File: config.mk
export PLATFORM = sky130hd
export DESIGN_NAME = tlb_page_table_translator_unit
export DESIGN_NICKNAME = d
export VERILOG_FILES = /design/src/hdl/tlbpt_pkg.sv /design/src/hdl/tlbpt_ctrl.sv /design/src/hdl/tlbpt_datapath.sv /design/src/hdl/tlb_page_table_translator_unit.sv
export SDC_FILE = /design/constraint.sdc
export NUM_CORES = 2
export LEC_CHECK = 0
export BUFFER_PORTS_ARGS = -buffer_cell sky130_fd_sc_hd__buf_4
export CAP_MARGIN = 30
export CORE_AREA = 4 4 439 441
export DETAILED_ROUTE_END_ITERATION = 7
export DIE_AREA = 0 0 443 445
export GPL_TIMING_DRIVEN = 0
export HOLD_SLACK_MARGIN = 0.06
export MAX_ROUTING_LAYER = met4
export PLACE_DENSITY = 0.79
export SYNTH_ARGS = -nofsm -noshare
export SYNTH_HDL_FRONTEND = slang
export SYNTH_SLANG_ARGS = --single-unit
File: constraint.sdc
create_clock -name clock -period 23 [get_ports clock]
set_input_delay 3.45 -clock clock [delete_from_list [all_inputs] [get_ports clock]]
set_output_delay 3.45 -clock clock [all_outputs]
set_load 0.01 [all_outputs]
File: src/hdl/tlbpt_pkg.sv
`timescale 1ns / 1ps

package tlbpt_pkg;

   // address split
   localparam int ADDR_W      = 16;
   localparam int OFFSET_BITS = 8;
   localparam int PAGE_W      = ADDR_W - OFFSET_BITS;

   // tlb and page table sizes (page count is a power of two)
   localparam int TLB_ENTRIES = 16;
   localparam int PAGE_COUNT  = 256;
   localparam int SLOT_W      = $clog2(TLB_ENTRIES);
   localparam int IDX_W       = $clog2(PAGE_COUNT);

   // stored tag and frame are one byte each
   localparam int TAG_W   = 8;
   localparam int FRAME_W = 8;

   // counters
   localparam int HIT_W  = 16;
   localparam int FCNT_W = 9;
   localparam logic [HIT_W-1:0]  HIT_MAX  = {HIT_W{1'b1}};
   localparam logic [FCNT_W-1:0] FCNT_MAX = {FCNT_W{1'b1}};

   localparam logic [SLOT_W-1:0] SLOT_LAST = SLOT_W'(TLB_ENTRIES - 1);

   // controller states
   typedef enum logic {
      ST_IDLE,
      ST_RESOLVE
   } tlbpt_state_type;

   // controller to datapath
   typedef struct packed {
      logic capture;
      logic emit;
      logic hit_update;
      logic fill_tlb;
      logic alloc_frame;
   } tlbpt_cmd_type;

   // datapath to controller
   typedef struct packed {
      logic tlb_hit;
      logic page_present;
   } tlbpt_status_type;

endpackage

File: src/hdl/tlbpt_ctrl.sv
`timescale 1ns / 1ps

module tlbpt_ctrl import tlbpt_pkg::*; (
   input  logic             clock,
   input  logic             reset,
   input  logic             start,
   input  tlbpt_status_type status,
   output logic             busy,
   output tlbpt_cmd_type    cmd
);

   tlbpt_state_type state_ff;
   tlbpt_state_type state_in;

   // state register
   always_ff @(posedge clock) begin
      if (reset) begin
         state_ff <= ST_IDLE;
      end else begin
         state_ff <= state_in;
      end
   end

   // next state
   always_comb begin
      state_in = state_ff;
      case (state_ff)
         ST_IDLE: begin
            if (start) begin
               state_in = ST_RESOLVE;
            end
         end
         ST_RESOLVE: begin
            state_in = ST_IDLE;
         end
         default: begin
            state_in = ST_IDLE;
         end
      endcase
   end

   // commands
   always_comb begin
      cmd  = '0;
      busy = 1'b0;
      case (state_ff)
         ST_IDLE: begin
            cmd.capture = start;
         end
         ST_RESOLVE: begin
            busy            = 1'b1;
            cmd.emit        = 1'b1;
            cmd.hit_update  = status.tlb_hit;
            cmd.fill_tlb    = !status.tlb_hit;
            cmd.alloc_frame = !status.tlb_hit && !status.page_present;
         end
         default: begin
            cmd  = '0;
            busy = 1'b0;
         end
      endcase
   end

endmodule

File: src/hdl/tlbpt_datapath.sv
`timescale 1ns / 1ps

module tlbpt_datapath import tlbpt_pkg::*; (
   input  logic               clock,
   input  logic               reset,
   input  tlbpt_cmd_type      cmd,
   output tlbpt_status_type   status,
   input  logic [ADDR_W-1:0]  req_virtual_address,
   output logic               rsp_strobe,
   output logic [15:0]        rsp_physical_address,
   output logic [7:0]         rsp_page_number,
   output logic [7:0]         rsp_page_offset,
   output logic               rsp_tlb_hit,
   output logic               rsp_page_fault,
   output logic [HIT_W-1:0]   rsp_hits_so_far,
   output logic [FCNT_W-1:0]  rsp_faults_so_far
);

   // tlb storage
   logic [TAG_W-1:0]       tlb_tag_ff   [TLB_ENTRIES];
   logic [FRAME_W-1:0]     tlb_frame_ff [TLB_ENTRIES];
   logic [TLB_ENTRIES-1:0] tlb_valid_ff;
   logic [SLOT_W-1:0]      fill_slot_ff;
   logic [SLOT_W-1:0]      fill_slot_in;

   // page table
   logic [FRAME_W-1:0]    page_frame_mem [PAGE_COUNT];
   logic [PAGE_COUNT-1:0] page_present_ff;

   // running counts
   logic [HIT_W-1:0]  hit_total_ff;
   logic [HIT_W-1:0]  hit_total_in;
   logic [FCNT_W-1:0] next_free_ff;
   logic [FCNT_W-1:0] next_free_in;

   // captured lookup
   logic [ADDR_W-1:0]  va_ff;
   logic               hit_ff;
   logic               present_ff;
   logic [FRAME_W-1:0] hit_frame_ff;
   logic [FRAME_W-1:0] rd_frame_ff;

   // request split
   logic [PAGE_W-1:0]  req_page;
   logic [TAG_W-1:0]   req_tag;
   logic [IDX_W-1:0]   req_idx;
   logic               lookup_hit;
   logic [FRAME_W-1:0] lookup_frame;

   // resolve side
   logic [PAGE_W-1:0]      cur_page;
   logic [OFFSET_BITS-1:0] cur_offset;
   logic [IDX_W-1:0]       cur_idx;
   logic [TAG_W-1:0]       cur_tag;
   logic [FRAME_W-1:0]     frame_sel;
   logic [15:0]            paddr;

   assign req_page = req_virtual_address[ADDR_W-1:OFFSET_BITS];
   assign req_tag  = TAG_W'(req_page);
   assign req_idx  = IDX_W'(req_page);

   // parallel tag compare, last match wins
   always_comb begin
      lookup_hit   = 1'b0;
      lookup_frame = '0;
      for (int k = 0; k < TLB_ENTRIES; k++) begin
         if (tlb_valid_ff[k] && (tlb_tag_ff[k] == req_tag)) begin
            lookup_hit   = 1'b1;
            lookup_frame = tlb_frame_ff[k];
         end
      end
   end

   // capture address and lookup results
   always_ff @(posedge clock) begin
      if (reset) begin
         hit_ff     <= 1'b0;
         present_ff <= 1'b0;
      end else if (cmd.capture) begin
         hit_ff     <= lookup_hit;
         present_ff <= page_present_ff[req_idx];
      end
   end

   always_ff @(posedge clock) begin
      if (cmd.capture) begin
         va_ff        <= req_virtual_address;
         hit_frame_ff <= lookup_frame;
      end
   end

   assign status.tlb_hit      = hit_ff;
   assign status.page_present = present_ff;

   assign cur_page   = va_ff[ADDR_W-1:OFFSET_BITS];
   assign cur_offset = va_ff[OFFSET_BITS-1:0];
   assign cur_idx    = IDX_W'(cur_page);
   assign cur_tag    = TAG_W'(cur_page);

   // page frame memory, registered read at capture, write on fault
   always_ff @(posedge clock) begin
      if (cmd.capture) begin
         rd_frame_ff <= page_frame_mem[req_idx];
      end
      if (cmd.alloc_frame) begin
         page_frame_mem[cur_idx] <= frame_sel;
      end
   end

   // frame choice: tlb, page table, or newly allocated
   always_comb begin
      if (hit_ff) begin
         frame_sel = hit_frame_ff;
      end else if (present_ff) begin
         frame_sel = rd_frame_ff;
      end else begin
         frame_sel = next_free_ff[FRAME_W-1:0];
      end
   end

   assign paddr = 16'((32'(frame_sel) << OFFSET_BITS) | 32'(cur_offset));

   // counter next values
   always_comb begin
      hit_total_in = hit_total_ff;
      if (cmd.hit_update && (hit_total_ff != HIT_MAX)) begin
         hit_total_in = hit_total_ff + 1'b1;
      end
      next_free_in = next_free_ff;
      if (cmd.alloc_frame && (next_free_ff != FCNT_MAX)) begin
         next_free_in = next_free_ff + 1'b1;
      end
      fill_slot_in = fill_slot_ff;
      if (cmd.fill_tlb) begin
         fill_slot_in = (fill_slot_ff == SLOT_LAST) ? '0 : fill_slot_ff + 1'b1;
      end
   end

   // control state and valid bits
   always_ff @(posedge clock) begin
      if (reset) begin
         hit_total_ff    <= '0;
         next_free_ff    <= '0;
         fill_slot_ff    <= '0;
         tlb_valid_ff    <= '0;
         page_present_ff <= '0;
         rsp_strobe      <= 1'b0;
      end else begin
         hit_total_ff <= hit_total_in;
         next_free_ff <= next_free_in;
         fill_slot_ff <= fill_slot_in;
         rsp_strobe   <= cmd.emit;
         if (cmd.fill_tlb) begin
            tlb_valid_ff[fill_slot_ff] <= 1'b1;
         end
         if (cmd.alloc_frame) begin
            page_present_ff[cur_idx] <= 1'b1;
         end
      end
   end

   // tlb refill in fifo order
   always_ff @(posedge clock) begin
      if (cmd.fill_tlb) begin
         tlb_tag_ff[fill_slot_ff]   <= cur_tag;
         tlb_frame_ff[fill_slot_ff] <= frame_sel;
      end
   end

   // result registers
   always_ff @(posedge clock) begin
      if (cmd.emit) begin
         rsp_physical_address <= paddr;
         rsp_page_number      <= 8'(cur_page);
         rsp_page_offset      <= 8'(cur_offset);
         rsp_tlb_hit          <= hit_ff;
         rsp_page_fault       <= cmd.alloc_frame;
         rsp_hits_so_far      <= hit_total_in;
         rsp_faults_so_far    <= next_free_in;
      end
   end

endmodule

File: src/hdl/tlb_page_table_translator_unit.sv
`timescale 1ns / 1ps
// rsp_strobe is registered from the resolve state that follows the start transfer
// a new start is taken in the cycle the result shows; start is ignored while busy in resolve
// the steps are the registered page-table read at capture and the resolve/write-back step
// receiver cannot stall; rsp_strobe is high for one cycle, other rsp_ ports are held
// reset (synchronous): clears tlb valid bits, page-present bits, fifo slot and counters at once

module tlb_page_table_translator_unit import tlbpt_pkg::*; (
   input  logic               clock,
   input  logic               reset,
   input  logic               start,
   output logic               busy,
   input  logic [ADDR_W-1:0]  req_virtual_address,
   output logic               rsp_strobe,
   output logic [15:0]        rsp_physical_address,
   output logic [7:0]         rsp_page_number,
   output logic [7:0]         rsp_page_offset,
   output logic               rsp_tlb_hit,
   output logic               rsp_page_fault,
   output logic [HIT_W-1:0]   rsp_hits_so_far,
   output logic [FCNT_W-1:0]  rsp_faults_so_far
);

   tlbpt_cmd_type    cmd;
   tlbpt_status_type status;

   // sequencer
   tlbpt_ctrl u_ctrl (
      .clock  (clock),
      .reset  (reset),
      .start  (start),
      .status (status),
      .busy   (busy),
      .cmd    (cmd)
   );

   // tlb, page table and counters
   tlbpt_datapath u_datapath (
      .clock                (clock),
      .reset                (reset),
      .cmd                  (cmd),
      .status               (status),
      .req_virtual_address  (req_virtual_address),
      .rsp_strobe           (rsp_strobe),
      .rsp_physical_address (rsp_physical_address),
      .rsp_page_number      (rsp_page_number),
      .rsp_page_offset      (rsp_page_offset),
      .rsp_tlb_hit          (rsp_tlb_hit),
      .rsp_page_fault       (rsp_page_fault),
      .rsp_hits_so_far      (rsp_hits_so_far),
      .rsp_faults_so_far    (rsp_faults_so_far)
   );

   // a transfer in enters the resolve state
   a_start_busy: assert property (@(posedge clock) disable iff (reset)
      (start && !busy) |=> busy)
      else $error("accepted request did not enter resolve");

   // resolve always returns to idle in the next cycle
   a_busy_once: assert property (@(posedge clock) disable iff (reset)
      busy |=> !busy)
      else $error("resolve held longer than one cycle");

   // each result follows a resolve cycle
   a_strobe_after_busy: assert property (@(posedge clock) disable iff (reset)
      rsp_strobe |-> $past(busy))
      else $error("result strobe without a resolve cycle");

   // a fault is never a tlb hit and its reported fault count is nonzero
   a_fault_miss: assert property (@(posedge clock) disable iff (reset)
      (rsp_strobe && rsp_page_fault) |-> (!rsp_tlb_hit && (rsp_faults_so_far != '0)))
      else $error("page fault reported with tlb hit or zero count");

endmodule
==> summary.txt <==
critical path class: in -> reg
synth top area cells: edfxtp_1 69%, mux4_2 12%, dfxtp_1 5.9%
synth warn: 0
Syn Std Cell Area: 103,000 sq um
Worst Path Arrival: 8.59 ns
die area: 197,000 sq um
vias in the first global route: 58.2k
number of synthesized flops with an enable pin: 2,387
DP HPWL: 197 mm
status: finished, final reports clean
Fmax: 125 MHz
Area Growth Syn to Fin: 14.3%
syn nets: 5,528
CORE AREA: 189,000 sq um
R2R Setup Slk: 17.92 ns
gpl congestion: 0.999
fraction of layout instances using a drive strength above 1: 22.1%
leading area contributor after synthesis: edfxtp_1
I/O pin cnt: 80
Slew Viols, Final: 0
Die Span Y: 445 microns
CP top delay family: buffers and inverters
FF/Latch Area: 77,800 sq um
drt drc: 0
cts repair resizes: 0
sequential share of the synthesized area: 75.4%
worst slew pin tran: 1.34 ns
slowest stage cell, crit path: a22oi_1
antenna violations before repair: 8
TritonCTS clock tree: done
largest net degree at the start of global routing: 58
Netlist cell types: 68
footprint of the multi-input gates: 23,800 sq um
Slew headroom: 10.7%
worst skew pair latency: 0.92 ns
Power Density: 84.9 nW/um^2
maximum clock path buffer count: 3
Clock Tree Root: clkbuf_16
Final Cycle Share: 34.9%
total grt overflow: 0
initial core utilization: 54.6%
nets: 6,030
Synth Flop Type: edfxtp_1
crit-path cells: buf_4, buf_2, buf_6, buf_6, buf_4, buf_2, buf_1, mux4_2, a22oi_1, nand2_1, a22oi_1, o221ai_1, a22oi_1, nand2_1
Critical Path Max Stage Delay: 0.59 ns
hold_ws: 0.357 ns
row count: 160
Worst Path Required: 23.56 ns
DR WL/cell: 33.8 microns
crit path launch type: primary input
total track usage: 30.7%
DRT antenna net count: 0
Via density: 6.74
post-CTS setup buffers: 0
Setup violations, final: 0
crit-path max FO: 11
DRT Pass-1 Iters: 8
final hold vios: 0
Vias: 58.9k
clock transition at the registers of the reported paths: 0.07 ns
RSZ-0062 raised after global routing: false
wirelength, routed: 296 mm
CTS hold repair buffers: 0
P_leak: 38.1 nW
Max VDD drop: 88.7 uV
first-pass GRT wire length: 417 mm
CTS Buf Count: 238
Filler Cells Inserted: 12.2k
H-tree Lvls: 4
Setup Skew: 0.0838 ns
Async SR Flop Fraction: 0%
Iter 0 DRT Violations: 10.3k
Seq cells post-synth: 2,692
Post-Synthesis Cells: 5,502
IO Port Bufs: 78
top cell type's share of synthesized area: 69.4%
WP buf/inv: 7
Crit. End Element: flip-flop
Worst path most repeated cell: a22oi_1
Avg Synthesized Cell Area: 18.8 sq um
worst hold-check path type: reg -> reg
Sink Count: 2,692
Tmin final: 8.03 ns
MaxCap Viol Count: 0
setup TNS: 0 ns
Die W: 443 microns
[state kept, by name, summed over array words and instances (netlist names)]
signal and cells:
u_datapath.rsp_hits_so_far 16, u_datapath.hit_total_ff 16, u_datapath.rsp_page_number 8, u_ctrl.state_ff 1, u_datapath.rd_frame_ff 8, u_datapath.rsp_page_offset 7, u_datapath.rsp_physical_address 9, u_datapath.va_ff 16
u_datapath.page_present_ff 256, u_datapath.tlb_frame_ff 128, u_datapath.tlb_tag_ff 128, u_datapath.rsp_faults_so_far 9, u_datapath.hit_frame_ff 8, u_datapath.fill_slot_ff 4, u_datapath.rsp_tlb_hit 1, u_datapath.hit_ff 1
u_datapath.page_frame_mem 2048, u_datapath.tlb_valid_ff 16, u_datapath.rsp_page_fault 1, u_datapath.present_ff 1, u_datapath.next_free_ff 9, u_datapath.rsp_strobe 1
[per-stage QoR]
stage / total power, mW / std cells / area [sq um] / setup WS [ns] / util [%]
final: 10.0 / 8738 / 118000 / 14.97 / 62.3
after global routing: 10.2 / 8730 / 118000 / 15.20 / 62.3
after CTS: 9.99 / 8691 / 118000 / 15.55 / 62.1
after detailed placement: 6.02 / 8241 / 110000 / 14.64 / 57.9
after global placement: 6.11 / 8091 / 107000 / -5.11 / 56.5
after floorplan: 5.82 / 5502 / 103000 / 9.20 / -
[path summary, 6_finish.rpt]
check	from	end	cells after the start
setup / recovery	req_virtual_address[9]	u_datapath.rd_frame_ff[4]	14
hold / removal	u_datapath.va_ff[2]	u_datapath.rsp_page_offset[2]	0
setup reg to reg	u_ctrl.state_ff	u_datapath.page_frame_mem[99][7]	5
hold reg to reg	u_datapath.va_ff[2]	u_datapath.rsp_page_offset[2]	0
[logic make-up after synthesis]
group           Yosys count  share of synthesized area [%]
flops                  2692                           75.4
simple gates           1199                           4.84
mux                     600                           12.8
compound gates          508                           3.90
buf+inv                 343                           1.73
xor+xnor                153                           1.30
fa+ha+maj                 7                         0.0849
[cells in the mapped netlist (29+ instances only)]
library cell and n:
nor2_1 806, buf_6 33, dfxtp_1 305, buf_2 65, o221ai_1 33, xnor2_1 116
a22oi_1 193, xor2_1 37, nor2b_1 40, nor3_1 37, a22o_1 76, nand3_1 45
buf_4 29, mux4_2 565, edfxtp_1 2387, nand4_1 29, nand2_1 175, a221oi_1 81
clkbuf_1 168
[area by class of cell]
type                            instances  area share (%)
Clock buffer                          304            5.43
Timing Repair Buffer                  262            2.86
Buffer                                320            1.44
Inverter                               23          0.0732
Clock inverter                        146            1.38
Tap cell                             2511            2.66
Antenna cell                           13          0.0276
Multi-Input combinational cell       2467            20.2
Sequential cell                      2692            66.0
[layer usage]
metal	routed length (microns)	vias up	global-route usage, %
met3	40000	1077	8.84
met2	137000	5074	45.8
met1	97400	29800	37.7
met5	0	-	-
li1	-	23000	-
met4	21400	0	18.1
[power by group]
group          internal (mW)  switching, mW  total (mW)
Combinational          0.193          0.393       0.586
Sequential              5.35         0.0110        5.36
Clock                   2.24           1.83        4.07
Total                   7.79           2.23        10.0
[cell usage in the layout, fill, tap and decap left out, drive strengths merged, types with 23 or more instances in the layout]
cell type | synthesis | final
a21oi | 27 | 27
a221oi | 81 | 81
a22o | 76 | 76
a22oi | 193 | 193
buf | 151 | 412
bufinv | 0 | 23
clkbuf | 168 | 473
clkinv | 0 | 113
dfxtp | 305 | 305
edfxtp | 2387 | 2387
inv | 23 | 24
mux4 | 572 | 572
nand2 | 175 | 175
nand3 | 45 | 45
nand4 | 29 | 29
nor2 | 806 | 806
nor2b | 40 | 40
nor3 | 39 | 39
o21ba | 24 | 24
o221ai | 33 | 33
xnor2 | 116 | 116
xor2 | 37 | 37
(Power assumes the default switching activity.)
